--- config.mk ---
export PLATFORM = sky130hd
export DESIGN_NAME = binary_heap_priority_queue_core
export DESIGN_NICKNAME = d
export VERILOG_FILES = /design/src/rtl/core/bhpq_pkg.sv /design/src/rtl/core/bhpq_store.sv /design/src/rtl/core/bhpq_ctrl.sv /design/src/rtl/core/binary_heap_priority_queue_core.sv
export VERILOG_INCLUDE_DIRS = /design/src /design/src/rtl/core
export SDC_FILE = /design/constraint.sdc
export NUM_CORES = 2
export LEC_CHECK = 0
export BUFFER_PORTS_ARGS = -buffer_cell sky130_fd_sc_hd__buf_2
export CAP_MARGIN = 20
export CORE_MARGIN = 2
export CORE_UTILIZATION = 65
export DETAILED_ROUTE_END_ITERATION = 8
export PLACE_DENSITY_LB_ADDON = 0.1
export RECOVER_POWER = 50
export SLEW_MARGIN = 0
export SYNTH_ARGS = -nofsm -noshare
export SYNTH_HDL_FRONTEND = slang
export SYNTH_HIERARCHICAL = 1
export SYNTH_SLANG_ARGS = --single-unit
--- constraint.sdc ---
create_clock -name clk_i -period 22.8 [get_ports clk_i]
set_clock_uncertainty 0.2 [all_clocks]
set_input_delay 3.42 -clock clk_i [delete_from_list [all_inputs] [get_ports clk_i]]
set_output_delay 3.42 -clock clk_i [all_outputs]
set_load 0.05 [all_outputs]
--- src/rtl/core/binary_heap_priority_queue_core_macros.svh ---
// Assertion macros shared by the heap queue modules.
`ifndef BINARY_HEAP_PRIORITY_QUEUE_CORE_MACROS_SVH
`define BINARY_HEAP_PRIORITY_QUEUE_CORE_MACROS_SVH

// Checked at every rising edge while the block is out of reset.
`define BHPQ_ASSERT(label, prop, msg) \
  label: assert property (@(posedge clk_i) disable iff (!rst_ni) (prop)) else $error(msg);

// Checked at every rising edge, reset included.
`define BHPQ_ASSERT_ALWAYS(label, prop, msg) \
  label: assert property (@(posedge clk_i) (prop)) else $error(msg);

`endif

--- src/rtl/core/bhpq_pkg.sv ---
// Types, codes and the ordering function of the heap queue.
package bhpq_pkg;

  // Command codes of a request.
  typedef enum logic {
    CMD_INSERT = 1'b0,
    CMD_REMOVE = 1'b1
  } cmd_e;

  // Status codes of a response.
  typedef enum logic [1:0] {
    STATUS_DONE  = 2'd0,
    STATUS_EMPTY = 2'd1,
    STATUS_FULL  = 2'd2
  } status_e;

  // Heap order selected by the mode register.
  localparam logic MODE_MAX = 1'b0;
  localparam logic MODE_MIN = 1'b1;

  localparam int unsigned ValueWidth = 32;
  localparam int unsigned CountOutWidth = 7;

  typedef logic signed [ValueWidth-1:0] value_t;

  typedef struct packed {
    cmd_e   command;
    value_t value;
  } in_req_t;

  typedef struct packed {
    status_e                  status;
    value_t                   removed_value;
    logic [CountOutWidth-1:0] entry_count;
  } out_rsp_t;

  // Controller states.
  typedef enum logic [2:0] {
    S_IDLE,
    S_UP_READ,
    S_UP_CMP,
    S_RM_LOAD,
    S_DN_READ,
    S_DN_CMP,
    S_RESP
  } state_e;

  // True when x belongs strictly above y under the given mode.
  function automatic logic better(logic mode, value_t x, value_t y);
    logic res;
    if (mode == MODE_MIN) begin
      res = (x < y);
    end else begin
      res = (x > y);
    end
    return res;
  endfunction

endpackage

--- src/rtl/core/bhpq_store.sv ---
// Heap entry memory: one write port, two registered read ports.
module bhpq_store
  import bhpq_pkg::*;
#(
  parameter int unsigned CAPACITY = 64,
  parameter int unsigned AW = 6
) (
  input  logic          clk_i,
  input  logic          we_i,
  input  logic [AW-1:0] waddr_i,
  input  value_t        wdata_i,
  input  logic [AW-1:0] raddr_a_i,
  input  logic [AW-1:0] raddr_b_i,
  output value_t        rdata_a_o,
  output value_t        rdata_b_o
);

  value_t mem_q [CAPACITY];

  // Write and read in the same clocked block; read data is ready next cycle.
  always_ff @(posedge clk_i) begin
    if (we_i) begin
      mem_q[waddr_i] <= wdata_i;
    end
    rdata_a_o <= mem_q[raddr_a_i];
    rdata_b_o <= mem_q[raddr_b_i];
  end

endmodule

--- src/rtl/core/bhpq_ctrl.sv ---
// Sift sequencer of the heap queue, with fill count and response register.
`include "binary_heap_priority_queue_core_macros.svh"

module bhpq_ctrl
  import bhpq_pkg::*;
#(
  parameter int unsigned CAPACITY = 64,
  parameter int unsigned AW = 6,
  parameter int unsigned CW = 7
) (
  input  logic          clk_i,
  input  logic          rst_ni,
  input  logic          heap_mode_i,
  input  logic          in_valid_i,
  output logic          in_stall_o,
  input  in_req_t       in_data_i,
  output logic          out_valid_o,
  input  logic          out_stall_i,
  output out_rsp_t      out_data_o,
  output logic          mem_we_o,
  output logic [AW-1:0] mem_waddr_o,
  output value_t        mem_wdata_o,
  output logic [AW-1:0] mem_raddr_a_o,
  output logic [AW-1:0] mem_raddr_b_o,
  input  value_t        mem_rdata_a_i,
  input  value_t        mem_rdata_b_i
);

  localparam int unsigned IW = AW + 2;

  state_e        state_q, state_d;
  logic [CW-1:0] count_q, count_d;
  logic [AW-1:0] pos_q, pos_d;
  value_t        val_q, val_d;
  value_t        removed_q, removed_d;
  status_e       status_q, status_d;
  logic          out_valid_q, out_valid_d;
  out_rsp_t      out_data_q, out_data_d;

  logic          in_acc;
  logic [IW-1:0] lc, rc, n_ext;
  logic          lc_ok, rc_ok;
  logic          pick_r;
  value_t        pick_val;
  logic [AW-1:0] pick_addr;

  assign in_acc = in_valid_i && !in_stall_o;
  assign in_stall_o = (state_q != S_IDLE);

  // Child slots of the current hole and their presence in the heap.
  assign lc = {1'b0, pos_q, 1'b1};
  assign rc = lc + IW'(1);
  assign n_ext = IW'(count_q);
  assign lc_ok = (lc < n_ext);
  assign rc_ok = (rc < n_ext);

  // Better child, a tie goes left.
  assign pick_r = rc_ok && better(heap_mode_i, mem_rdata_b_i, mem_rdata_a_i);
  assign pick_val = pick_r ? mem_rdata_b_i : mem_rdata_a_i;
  assign pick_addr = pick_r ? rc[AW-1:0] : lc[AW-1:0];

  // State, count and data registers.
  always_ff @(posedge clk_i or negedge rst_ni) begin
    if (!rst_ni) begin
      state_q     <= S_IDLE;
      count_q     <= '0;
      out_valid_q <= 1'b0;
    end else begin
      state_q     <= state_d;
      count_q     <= count_d;
      out_valid_q <= out_valid_d;
    end
  end

  always_ff @(posedge clk_i) begin
    pos_q      <= pos_d;
    val_q      <= val_d;
    removed_q  <= removed_d;
    status_q   <= status_d;
    out_data_q <= out_data_d;
  end

  // Next state, memory accesses and response.
  always_comb begin
    state_d       = state_q;
    count_d       = count_q;
    pos_d         = pos_q;
    val_d         = val_q;
    removed_d     = removed_q;
    status_d      = status_q;
    out_valid_d   = out_valid_q && out_stall_i;
    out_data_d    = out_data_q;
    mem_we_o      = 1'b0;
    mem_waddr_o   = pos_q;
    mem_wdata_o   = val_q;
    mem_raddr_a_o = '0;
    mem_raddr_b_o = '0;

    case (state_q)
      S_IDLE: begin
        if (in_acc) begin
          removed_d = '0;
          status_d  = STATUS_DONE;
          if (in_data_i.command == CMD_INSERT) begin
            if (count_q >= CW'(CAPACITY)) begin
              status_d = STATUS_FULL;
              state_d  = S_RESP;
            end else begin
              pos_d   = count_q[AW-1:0];
              val_d   = in_data_i.value;
              count_d = count_q + CW'(1);
              state_d = S_UP_READ;
            end
          end else begin
            if (count_q == '0) begin
              status_d = STATUS_EMPTY;
              state_d  = S_RESP;
            end else begin
              // Fetch the root and the last entry together.
              mem_raddr_a_o = '0;
              mem_raddr_b_o = AW'(count_q - CW'(1));
              count_d       = count_q - CW'(1);
              state_d       = S_RM_LOAD;
            end
          end
        end
      end
      S_UP_READ: begin
        if (pos_q == '0) begin
          mem_we_o = 1'b1;
          state_d  = S_RESP;
        end else begin
          mem_raddr_a_o = (pos_q - AW'(1)) >> 1;
          state_d       = S_UP_CMP;
        end
      end
      S_UP_CMP: begin
        mem_we_o = 1'b1;
        if (better(heap_mode_i, val_q, mem_rdata_a_i)) begin
          // Parent moves down into the hole.
          mem_wdata_o = mem_rdata_a_i;
          pos_d       = (pos_q - AW'(1)) >> 1;
          state_d     = S_UP_READ;
        end else begin
          state_d = S_RESP;
        end
      end
      S_RM_LOAD: begin
        removed_d = mem_rdata_a_i;
        val_d     = mem_rdata_b_i;
        pos_d     = '0;
        if (count_q == '0) begin
          state_d = S_RESP;
        end else begin
          state_d = S_DN_READ;
        end
      end
      S_DN_READ: begin
        if (!lc_ok) begin
          mem_we_o = 1'b1;
          state_d  = S_RESP;
        end else begin
          mem_raddr_a_o = lc[AW-1:0];
          mem_raddr_b_o = rc_ok ? rc[AW-1:0] : lc[AW-1:0];
          state_d       = S_DN_CMP;
        end
      end
      S_DN_CMP: begin
        mem_we_o = 1'b1;
        if (better(heap_mode_i, pick_val, val_q)) begin
          // Better child moves up into the hole.
          mem_wdata_o = pick_val;
          pos_d       = pick_addr;
          state_d     = S_DN_READ;
        end else begin
          state_d = S_RESP;
        end
      end
      S_RESP: begin
        if (!out_valid_q || !out_stall_i) begin
          out_valid_d                = 1'b1;
          out_data_d.status          = status_q;
          out_data_d.removed_value   = removed_q;
          out_data_d.entry_count     = CountOutWidth'(count_q);
          state_d                    = S_IDLE;
        end
      end
      default: begin
        state_d = S_IDLE;
      end
    endcase
  end

  assign out_valid_o = out_valid_q;
  assign out_data_o  = out_data_q;

  `BHPQ_ASSERT(count_in_range_a, count_q <= CW'(CAPACITY), "fill count above capacity")
  `BHPQ_ASSERT(write_in_heap_a, mem_we_o |-> (CW'(mem_waddr_o) < count_q), "write outside heap")
  `BHPQ_ASSERT(up_cmp_not_root_a, (state_q == S_UP_CMP) |-> (pos_q != '0), "sift up past root")
  `BHPQ_ASSERT(rsp_from_resp_a, $rose(out_valid_q) |-> $past(state_q == S_RESP), "stray response")

endmodule

--- src/rtl/core/binary_heap_priority_queue_core.sv ---
// Top level of the binary heap priority queue.
//
//   channel | direction | handshake               | payload
//   --------+-----------+-------------------------+-----------------------------
//   request | in        | in_valid_i / in_stall_o | in_data_i (command, value)
//   result  | out       | out_valid_o/out_stall_i | out_data_o (status, value, count)
//   config  | in        | cfg_we_i                | cfg_wdata_i (heap_mode)
//
// An insert opens a hole at the end of the heap and sifts it up toward the root; a remove
// takes the root, moves the last entry into the hole and sifts it down; a refused request
// goes straight to the result. Each level the entry moves (at most log2 of CAPACITY) is a
// memory read and a compare and write.
// One request is worked at a time; the next is taken once the result is registered.
// The result register holds while out_stall_i is high; reset empties the heap.
`include "binary_heap_priority_queue_core_macros.svh"

module binary_heap_priority_queue_core
  import bhpq_pkg::*;
#(
  parameter int unsigned CAPACITY = 64
) (
  input  logic     clk_i,
  input  logic     rst_ni,
  input  logic     cfg_we_i,
  input  logic     cfg_wdata_i,
  input  logic     in_valid_i,
  output logic     in_stall_o,
  input  in_req_t  in_data_i,
  output logic     out_valid_o,
  input  logic     out_stall_i,
  output out_rsp_t out_data_o
);

  localparam int unsigned AW = (CAPACITY > 1) ? $clog2(CAPACITY) : 1;
  localparam int unsigned CW = $clog2(CAPACITY + 1);

  logic          heap_mode_q;
  logic          mem_we;
  logic [AW-1:0] mem_waddr;
  value_t        mem_wdata;
  logic [AW-1:0] mem_raddr_a;
  logic [AW-1:0] mem_raddr_b;
  value_t        mem_rdata_a;
  value_t        mem_rdata_b;

  // Mode register.
  always_ff @(posedge clk_i or negedge rst_ni) begin
    if (!rst_ni) begin
      heap_mode_q <= MODE_MAX;
    end else if (cfg_we_i) begin
      heap_mode_q <= cfg_wdata_i;
    end
  end

  bhpq_store #(
    .CAPACITY(CAPACITY),
    .AW      (AW)
  ) u_store (
    .clk_i    (clk_i),
    .we_i     (mem_we),
    .waddr_i  (mem_waddr),
    .wdata_i  (mem_wdata),
    .raddr_a_i(mem_raddr_a),
    .raddr_b_i(mem_raddr_b),
    .rdata_a_o(mem_rdata_a),
    .rdata_b_o(mem_rdata_b)
  );

  bhpq_ctrl #(
    .CAPACITY(CAPACITY),
    .AW      (AW),
    .CW      (CW)
  ) u_ctrl (
    .clk_i        (clk_i),
    .rst_ni       (rst_ni),
    .heap_mode_i  (heap_mode_q),
    .in_valid_i   (in_valid_i),
    .in_stall_o   (in_stall_o),
    .in_data_i    (in_data_i),
    .out_valid_o  (out_valid_o),
    .out_stall_i  (out_stall_i),
    .out_data_o   (out_data_o),
    .mem_we_o     (mem_we),
    .mem_waddr_o  (mem_waddr),
    .mem_wdata_o  (mem_wdata),
    .mem_raddr_a_o(mem_raddr_a),
    .mem_raddr_b_o(mem_raddr_b),
    .mem_rdata_a_i(mem_rdata_a),
    .mem_rdata_b_i(mem_rdata_b)
  );

  `BHPQ_ASSERT_ALWAYS(reset_mode_a, !rst_ni |=> rst_ni || (heap_mode_q == MODE_MAX), "mode not reset")

endmodule
==> reports/results.ini <==
[status]
status=finished, violations left
violations=capacitance limit, slew limit

[sta]
setup_viol=0
fin_tns_setup_ns=0
relSlewSlack_pct=-180
rsz0062_at_grt=false
min_period_ns=11.37
hold_viol=0
hold_ws_ns=0.194
tightestPinTransition_ns=4.20
slew_violations=2152
finalCritPeriodShare_pct=49.9
fmax_mhz=87.9

[yosys]
ys_seq_elements=2237
yosys.area.top_type=edfxtp_1
synth_flop_cell=edfxtp_1
synth_top_area_share_pct=61.9
synth-seq-area-share_pct=63.4
synth_nets=5474
muxShareOfSynthArea_pct=26.9
synth-simple-area-share_pct=2.13
synthArstFlopShare_pct=0.536
ys_top_cells_by_count=2161 x edfxtp_1, 1124 x mux4_2, 205 x mux2i_1, 162 x clkbuf_1, 158 x nor2_1
synth_area_leaders=edfxtp_1 62%, mux4_2 24%, mux2i_1 2.0%, ha_1 1.3%, dfxtp_1 1.2%
synthCells=5323
netlist_area_sq_um=105000
synth_edf_count=2161
syn_avg_cell_area_sq_um=19.7
synth_top_family_by_area=multiplexers
synth_xor_area_share_pct=0.184
synthAdderAreaFrac_pct=1.34
synth_most_common_cell=edfxtp_1
ys_types=78
synth_compound_area_share_pct=3.91
ys_warn_count=6

[power_and_ir_drop]
peakVddDrop_mv=0.162
power.total_w=0.0181
power.density_nw_per_um2=157
cellLeakagePower_nw=34.7

[flow_run]
drv_cap=79

[placed_design]
dp.cells=7337
dp_hpwl_microns=175000
gp_congestion=0.936
port-buffer-count=81
placed_area_sq_um=108000

[worst_setup_path]
crit_required_ns=23.08
cp-end-kind=flip-flop
cp_slowest_cell=clkbuf_1
slowest_delay_ns=1.71
crit_path_max_fanout=65
start_kind=flip-flop
crit_arrival_ns=11.66
crit_top_cell=ha_1
worst-path-buf-inv=3
cp_num_cells=22
critPathKind=reg -> reg
rr_worst_depth=22
critPathTopFamily=simple AND/OR/NAND/NOR gates
path_cells=ha_1 > nand3_1 > xnor2_1 > ha_1 > nor4_1 > a32oi_1 > nor4b_1 > o211a_1 > or2_0 > clkbuf_1 > o21ai_0 > ha_1 > nand4_1 > nor4_1 > and4_1 > o41ai_1 > a41oi_2 > mux2i_4 > buf_4 > or3_1 > o221ai_4 > buf_4

[die]
rows=147
die_area_sq_um=164000
initial_core_util_pct=65.3
fp.dieH_microns=406
ioPinCount=82
fp.dieW_microns=406
core_area_sq_um=160000

[drt]
vias=60453
wire_per_inst_microns=39.3
drc=0
first_pass_iters=8
viasPerCell=7.79
routed_wl_microns=305000
drt_iter0_markers=10098
antenna_left=0

[final_layout]
final_cells=7764
fillCellCount=9516
final_cell_area_sq_um=115000
area_delta_synth_final_pct=9.82
fin_nets=5561
drive_above_1_share_pct=31.6

[cts]
clock_latency_ns=0.86
cts_max_path_buffers=3
cts_max_level=4
clock-sinks=2237
cts_tree=built
cts_hold_buffers=0
cts_made_buffers=219
clk_pin_slew_worst_paths_ns=0.06
cts_root_buffer=clkbuf_16
cts-resized-gates=0
postCtsSetupBuffers=0

[grt]
antenna_found_initial=13
grt.total_usage_pct=37.8
grt_pass1_wl_microns=431000
grt_max_degree=124
grt_pass1_vias=58692
grt-ovfl-total=0

[hold_path]
holdPathStages=0
hp-class=reg -> reg

-- cell type report --
cell class	instances	area, sq um	area share, %
Multi-Input combinational cell	2615	36700	31.9
Clock buffer	322	6390	5.55
Clock inverter	86	831	0.722
Inverter	81	304	0.264
Antenna cell	7	17.5	0.0152
Timing Repair Buffer	256	1700	1.48
Tap cell	2160	2700	2.35
Sequential cell	2237	66500	57.8
-- cell usage in the layout (no fill, tap or decap), types with 24 or more instances in the layout --
cell / n
buf_4: 82
inv_1: 79
dfxtp_1: 64
o21ai_1: 37
nand3_1: 39
mux4_2: 1124
nor2_4: 31
a21oi_1: 135
mux2i_1: 205
a22oi_1: 87
buf_12: 24
nor2_1: 127
clkinv_1: 31
mux2_2: 67
clkbuf_16: 230
buf_2: 36
edfxtp_1: 2161
o211ai_1: 36
clkbuf_1: 177
ha_1: 112
clkbuf_8: 29
nand2_1: 148
o22ai_1: 58
clkinv_2: 29
o21ai_0: 71
-- per-stage QoR --
step                setup slack (ns)  util, %
detailed placement             12.67     67.5
global route                   10.84     71.7
floorplan                      14.97        -
global placement               12.72     67.5
CTS                            13.57     72.0
finish                         11.43     71.8
-- power by group --
part           leakage, nW  internal, W  total [W]  switching [W]
Combinational         11.0      0.00310    0.00824        0.00514
Sequential            20.2      0.00593    0.00621       0.000275
Clock                 3.52      0.00209    0.00362        0.00153
-- worst reg2reg max path: cells and delay by family, from the launching register on --
family / cells / cell delay (ns)
compound gates: 6 / 2.34
simple gates: 8 / 3.55
buf+inv: 3 / 2.50
xor+xnor: 1 / 0.20
fa+ha+maj: 3 / 1.07
mux: 1 / 0.30
flops: 1 / 0.78
-- worst paths after layout --
check                      slack, ns                    end                   from
max                            11.43   u_store/mem_q[6][19]  u_ctrl/mem_waddr_o[1]
min                             0.19  u_ctrl/out_data_o[35]   u_ctrl/removed_q[28]
max reg2reg                    11.43   u_store/mem_q[6][19]  u_ctrl/mem_waddr_o[1]
min reg2reg                     0.19  u_ctrl/out_data_o[35]   u_ctrl/removed_q[28]
max in group asynchronous      19.58            heap_mode_q                 rst_ni
min in group asynchronous       2.39      u_ctrl/count_q[0]                 rst_ni
-- kinds of logic after synthesis --
| group | Yosys count |
|---|---|
| compound gates | 604 |
| xor+xnor | 22 |
| fa+ha+maj | 112 |
| buf+inv | 471 |
| flops | 2237 |
| mux | 1398 |
| simple gates | 479 |
-- routing by layer --
metal / vias up / wire, microns / track usage, %
li1: 23145 / - / -
met1: 31652 / 107000 / 54.4
met2: 4920 / 137000 / 54.8
met3: 726 / 49800 / 13.2
met4: 10 / 11900 / 13.2
met5: - / 81 / 0
-- state kept, by name, summed over array words and instances, names as in the netlist --
name and flops:
u_store/mem_q 2048, u_ctrl/out_data_o 41, u_ctrl/removed_q 32, u_ctrl/val_q 32, u_store/rdata_a_o 32, u_store/rdata_b_o 32
u_ctrl/count_q 7, u_ctrl/mem_waddr_o 6, u_ctrl/state_q 3, u_ctrl/status_q 2, heap_mode_q 1, u_ctrl/out_valid_o 1
No activity file was read; power rests on OpenSTA's default activity.
